### src/rtl/fmprc_pkg.sv
`timescale 1ns / 1ps
// ----------------------------------------------------------------------------
// fmprc_pkg: shared types and constants of the route classifier
// Rule layout, request codes, status codes and sequencer states.
// ----------------------------------------------------------------------------
package fmprc_pkg;

    // default table depth
    localparam int RULE_SLOTS_DEF = 16;

    // protocol numbers that carry ports
    localparam logic [7:0] PROTO_TCP = 8'd6;
    localparam logic [7:0] PROTO_UDP = 8'd17;

    // staged word selects
    localparam logic [3:0] WS_PROTO    = 4'd0;
    localparam logic [3:0] WS_SRC_MODE = 4'd1;
    localparam logic [3:0] WS_SRC_W0   = 4'd2;
    localparam logic [3:0] WS_SRC_W1   = 4'd3;
    localparam logic [3:0] WS_SRC_W2   = 4'd4;
    localparam logic [3:0] WS_DST_MODE = 4'd5;
    localparam logic [3:0] WS_DST_W0   = 4'd6;
    localparam logic [3:0] WS_DST_W1   = 4'd7;
    localparam logic [3:0] WS_DST_W2   = 4'd8;
    localparam logic [3:0] WS_SP_LO    = 4'd9;
    localparam logic [3:0] WS_SP_HI    = 4'd10;
    localparam logic [3:0] WS_DP_LO    = 4'd11;
    localparam logic [3:0] WS_DP_HI    = 4'd12;
    localparam logic [3:0] WS_HOP      = 4'd13;

    // address test modes
    localparam logic [1:0] AM_ANY    = 2'd0;
    localparam logic [1:0] AM_SINGLE = 2'd1;
    localparam logic [1:0] AM_MASK   = 2'd2;
    localparam logic [1:0] AM_RANGE  = 2'd3;

    typedef enum logic [2:0] {
        FN_CLASSIFY = 3'd0,
        FN_STAGE    = 3'd1,
        FN_APPEND   = 3'd2,
        FN_REMOVE   = 3'd3,
        FN_FLUSH    = 3'd4
    } func_t;

    typedef enum logic [1:0] {
        STS_OK        = 2'd0,
        STS_DUPLICATE = 2'd1,
        STS_FULL      = 2'd2,
        STS_RANGE     = 2'd3
    } status_t;

    typedef enum logic [2:0] {
        ST_IDLE,
        ST_SCAN,
        ST_SHIFT,
        ST_APPEND,
        ST_DONE
    } state_t;

    // one stored rule
    typedef struct packed {
        logic [7:0]       proto;
        logic [1:0]       src_mode;
        logic [2:0][31:0] src_words;
        logic [1:0]       dst_mode;
        logic [2:0][31:0] dst_words;
        logic [3:0][15:0] ports;
        logic [31:0]      hop;
    } rule_t;

    // packet header under test
    typedef struct packed {
        logic [7:0]  proto;
        logic [31:0] src_addr;
        logic [31:0] dst_addr;
        logic [15:0] src_port;
        logic [15:0] dst_port;
    } pkt_t;

    // compare unit flags
    typedef struct packed {
        logic hit;
        logic same;
    } cmp_flags_t;

endpackage

### src/rtl/fmprc_rule_mem.sv
`timescale 1ns / 1ps
// ----------------------------------------------------------------------------
// fmprc_rule_mem: rule table storage
// One write port and one registered read port, one full rule per entry.
// ----------------------------------------------------------------------------
module fmprc_rule_mem #(
    parameter int SLOTS = fmprc_pkg::RULE_SLOTS_DEF,
    parameter int IDX_W = 4
) (
    input  logic                clk,
    input  logic                wr_en,
    input  logic [IDX_W-1:0]    wr_addr,
    input  fmprc_pkg::rule_t    wr_data,
    input  logic                rd_en,
    input  logic [IDX_W-1:0]    rd_addr,
    output fmprc_pkg::rule_t    rd_data
);
    import fmprc_pkg::*;

    rule_t mem [SLOTS];
    rule_t rd_data_reg;

    // write port
    always_ff @(posedge clk)
    begin
        if (wr_en)
        begin
            mem[wr_addr] <= wr_data;
        end
    end

    // registered read port
    always_ff @(posedge clk)
    begin
        if (rd_en)
        begin
            rd_data_reg <= mem[rd_addr];
        end
    end

    assign rd_data = rd_data_reg;

endmodule

### config.mk
export PLATFORM = sky130hd
export DESIGN_NAME = fmprc_rule_mem
export DESIGN_NICKNAME = d
export VERILOG_FILES = /design/src/rtl/fmprc_pkg.sv /design/src/rtl/fmprc_rule_mem.sv
export SDC_FILE = /design/constraint.sdc
export NUM_CORES = 2
export LEC_CHECK = 0
export ABC_AREA = 0
export CAP_MARGIN = 10
export CORE_AREA = 2 2 564 566
export CTS_CLUSTER_SIZE = 20
export DETAILED_ROUTE_END_ITERATION = 8
export DIE_AREA = 0 0 566 568
export DONT_BUFFER_PORTS = 1
export PLACE_DENSITY = 0.76
export SYNTH_ARGS = -nofsm -noshare
export SYNTH_HDL_FRONTEND = slang
export SYNTH_MEMORY_MAX_BITS = 65536
export SYNTH_SLANG_ARGS = --single-unit
### constraint.sdc
create_clock -name clk -period 58 [get_ports clk]
set_input_delay 14.5 -clock clk [delete_from_list [all_inputs] [get_ports clk]]
set_output_delay 14.5 -clock clk [all_outputs]
set_load 0.02 [all_outputs]
# After elaboration in Yosys (flattened, before gate mapping)
# Memory sizes are Yosys's and may differ from the RTL's. A register that Yosys moved wholly into a read port is not among the register bits.
# Index checks and enable logic that the tools add are counted.
dict set report classes {
  mux 2
}
# operator n
set op_table {}
lappend op_table {{1-bit 2-to-1 mux} 2}
dict set report totals {
  register_bits 0
  mem_bits_rw 4800
  input_bits 311
  memories 1
}
# memory words width read_ports rd_clocked_by_memory_dff write_ports line_no
set memory_table {}
lappend memory_table {mem 16 300 1 1 1 fmprc_rule_mem.sv:20} ;# rule_t mem [SLOTS];

# Logic depth before layout (Yosys ltp)
dict set report depth {
  word_depth 2
  mapped_depth 8
  mapped_depth_nobuf 3
}

# Least setup slack after synthesis
# No wires, ideal clock.
dict set report synth_timing {
  path_type {in2reg}
  from {input wr_addr[2]}
  to {memory mem[0][0] (netlist name) (enable)}
  setup_ns 1.333
  arrival_ns 35.183
  setup_slack_ns 21.484
  stages 2
  path_cell_list {or3b_2 > nor3_1}
}
# element line_no
set synth_rtl {}
lappend synth_rtl {{start, declared} fmprc_rule_mem.sv:12} ;# input logic [IDX_W-1:0] wr_addr,
lappend synth_rtl {{end, declared} fmprc_rule_mem.sv:20}
# Straight into the memory's write port.

==> reports/metrics.cfg <==
[timing]
finClkSkew_ns = 0.0683
finalWorstSetupSlack_ns = 38.55
finalCriticalPeriod_ns = 19.45
relSlewSlack = 0.00988
max_slew.worst_pin.slew_ns = 1.49
finalSetupTns_ns = 0
fin_crit_sh = 0.335
clock.fmax_ghz = 0.0514
final-setup-viol-count = 0
finalMaxSlewViolations = 0
rsz0062_at_grt = false
hold_viol = 0

[drt]
routed_via_density = 6.82
ant_nets = 0
vias = 85500
drtIter0Drc = 11800
drt_pass1_iterations = 6
route.detailed.drc = 0
wl_per_cell_um = 35.2
finalWirelength_um = 441000

[die]
dieArea_sq_um = 321000
die_x_um = 566
core_area_sq_um = 316000
rows = 207
initial_core_util = 0.597
die_h_um = 568
ios = 611

[cts]
cts.sinks = 5100
cts_resized = 0
cts_buffers = 472
clockBufferDepth = 4
cts_tree = done
cts-root-buf = clkbuf_16
cts_setup_buffers = 0
cts_hold_buffers = 0
h-tree-depth = 5
clock_latency_ns = 1.03
path_clk_slew_ns = 0.06

[synth]
synth-seq-cells = 5100
synth-warning-count = 0
synth_area_per_cell_sq_um = 24.3
synth_cells = 7772
syn_area_sq_um = 189000
syn_nets = 8083
ys_seq_area_frac = 0.811
synth.distinct_cells = 25

[grt]
grt_use_total = 0.274
grt_pass1_wl_um = 634000
grt_remaining_overflow = 0
grt_max_degree = 367
grt_pass1_vias = 88800
antenna_found_initial = 8

[cells_and_area]
multiInputGateArea_sq_um = 33700
final_cell_mix = 5,100 x edfxtp_1, 1,140 x mux4_2, 534 x a22oi_1
nNetsFinal = 8276
stdcell_count = 12500
post-route-util = 0.660
area_delta_synth_final_pct = 10.6
drive_gt1_frac = 0.248
seqCellArea_sq_um = 153000
final_common_cell = edfxtp_1
largest_reg_flops = 4800
nFillCells = 18700

[min_path]
hold_path.class = reg2reg

[place]
dp.cells = 11700
dp_slack_ns = 37.62
gp_congestion = 0.746
dp_hpwl_um = 206000
io_buffers = 0

[outcome]
status = complete, no violations

[run]
drv_cap = 0

[power_and_ir_drop]
irDropWorstVdd_uv = 44.4
p_per_area_nw_per_um2 = 36.1
p_leak_nw = 65.0

[worst_setup_path]
critPathCaptureType = flip-flop
cpPeakStageDelay_ns = 0.86
crit_top_cell = buf_16
crit_chain = buf_16 -> buf_16 -> buf_16 -> buf_16 -> buf_16 -> mux4_2 -> a22oi_1 -> nand2_1
criticalPathCategory = in2reg
critPathArrivalTime_ns = 20.16
r2r_slack_ns = 56.22
path_max_fanout = 176
required_ns = 58.71
start_kind = primary input
crit_slowest_cell = buf_16

## power by group
| part | internal, mW | total (mW) | switching [mW] |
|---|---|---|---|
| Clock | 1.72 | 3.07 | 1.35 |
| Combinational | 0.119 | 0.262 | 0.143 |
| Sequential | 4.16 | 4.21 | 0.0582 |
## Yosys cell counts
cell type,instances,area [sq um]
a221oi_1,27,236
a22oi_1,534,4010
and2_1,3,18.8
buf_1,57,214
buf_2,65,325
buf_4,86,646
buf_6,18,203
clkbuf_1,187,702
edfxtp_1,5100,153000
mux2_2,114,1280
mux2i_1,39,390
mux4_2,1140,25700
nand2_1,242,908
nand2b_1,31,194
nand3_1,1,5.00
nand3b_1,2,15.0
nor2_1,14,52.6
nor2_2,1,6.26
nor2b_1,39,244
nor3_1,4,20.0
o21ai_0,27,135
o221ai_1,33,289
o22a_1,6,52.6
or2_2,1,6.26
or3b_2,1,8.76
## worst max-delay path: cells and delay by family
| kind | cells | cell delay [ns] |
|---|---|---|
| buffers and inverters | 5 | 3.59 |
| multiplexers | 1 | 0.61 |
| AO/OA/AOI/OAI | 1 | 0.20 |
| AND/OR/NAND/NOR | 1 | 0.09 |
## cells by family (layout without fill, tap and decap cells)
group | Yosys count | after routing | share of synthesized area
compound gates | 627 | 627 | 0.0250
buf+inv | 413 | 1001 | 0.0111
flops | 5100 | 5100 | 0.811
mux | 1293 | 1293 | 0.145
other cells | 0 | 3 | 0
simple gates | 339 | 339 | 0.00783
## final timing paths
path,startpoint,end,cells after the start
setup / recovery,rd_addr[0],rd_data[112],8
hold / removal,mem[3][143],rd_data[143],3
setup reg to reg,mem[2][158],rd_data[158],3
hold reg to reg,mem[3][143],rd_data[143],3
## cell type report
type,instances,area share
Multi-Input combinational cell,2259,0.161
Sequential cell,5100,0.733
Clock buffer,558,0.0582
Timing Repair Buffer,132,0.00691
Tap cell,4180,0.0250
Clock inverter,311,0.0151
Antenna cell,3,0.0000359
## metrics by stage
step | power (mW) | cell area [sq um] | hold slack (ns)
after floorplan | 4.49 | 189000 | 0.710
after global placement | 4.54 | 194000 | 0.722
after detailed placement | 4.55 | 194000 | 0.727
after CTS | 7.58 | 209000 | 0.710
after global routing | 7.73 | 209000 | 0.751
final | 7.54 | 209000 | 0.716
## layer usage
layer	global-route usage	wire length (um)	vias to the layer above	part of all wire
met5	0	13	-	0.000029
met1	0.368	157000	45700	0.36
met3	0.0729	50900	721	0.12
met4	0.0790	13000	2	0.029
li1	-	-	33900	-
met2	0.449	220000	5214	0.50
Note: power is estimated with default switching activity, not from simulation.
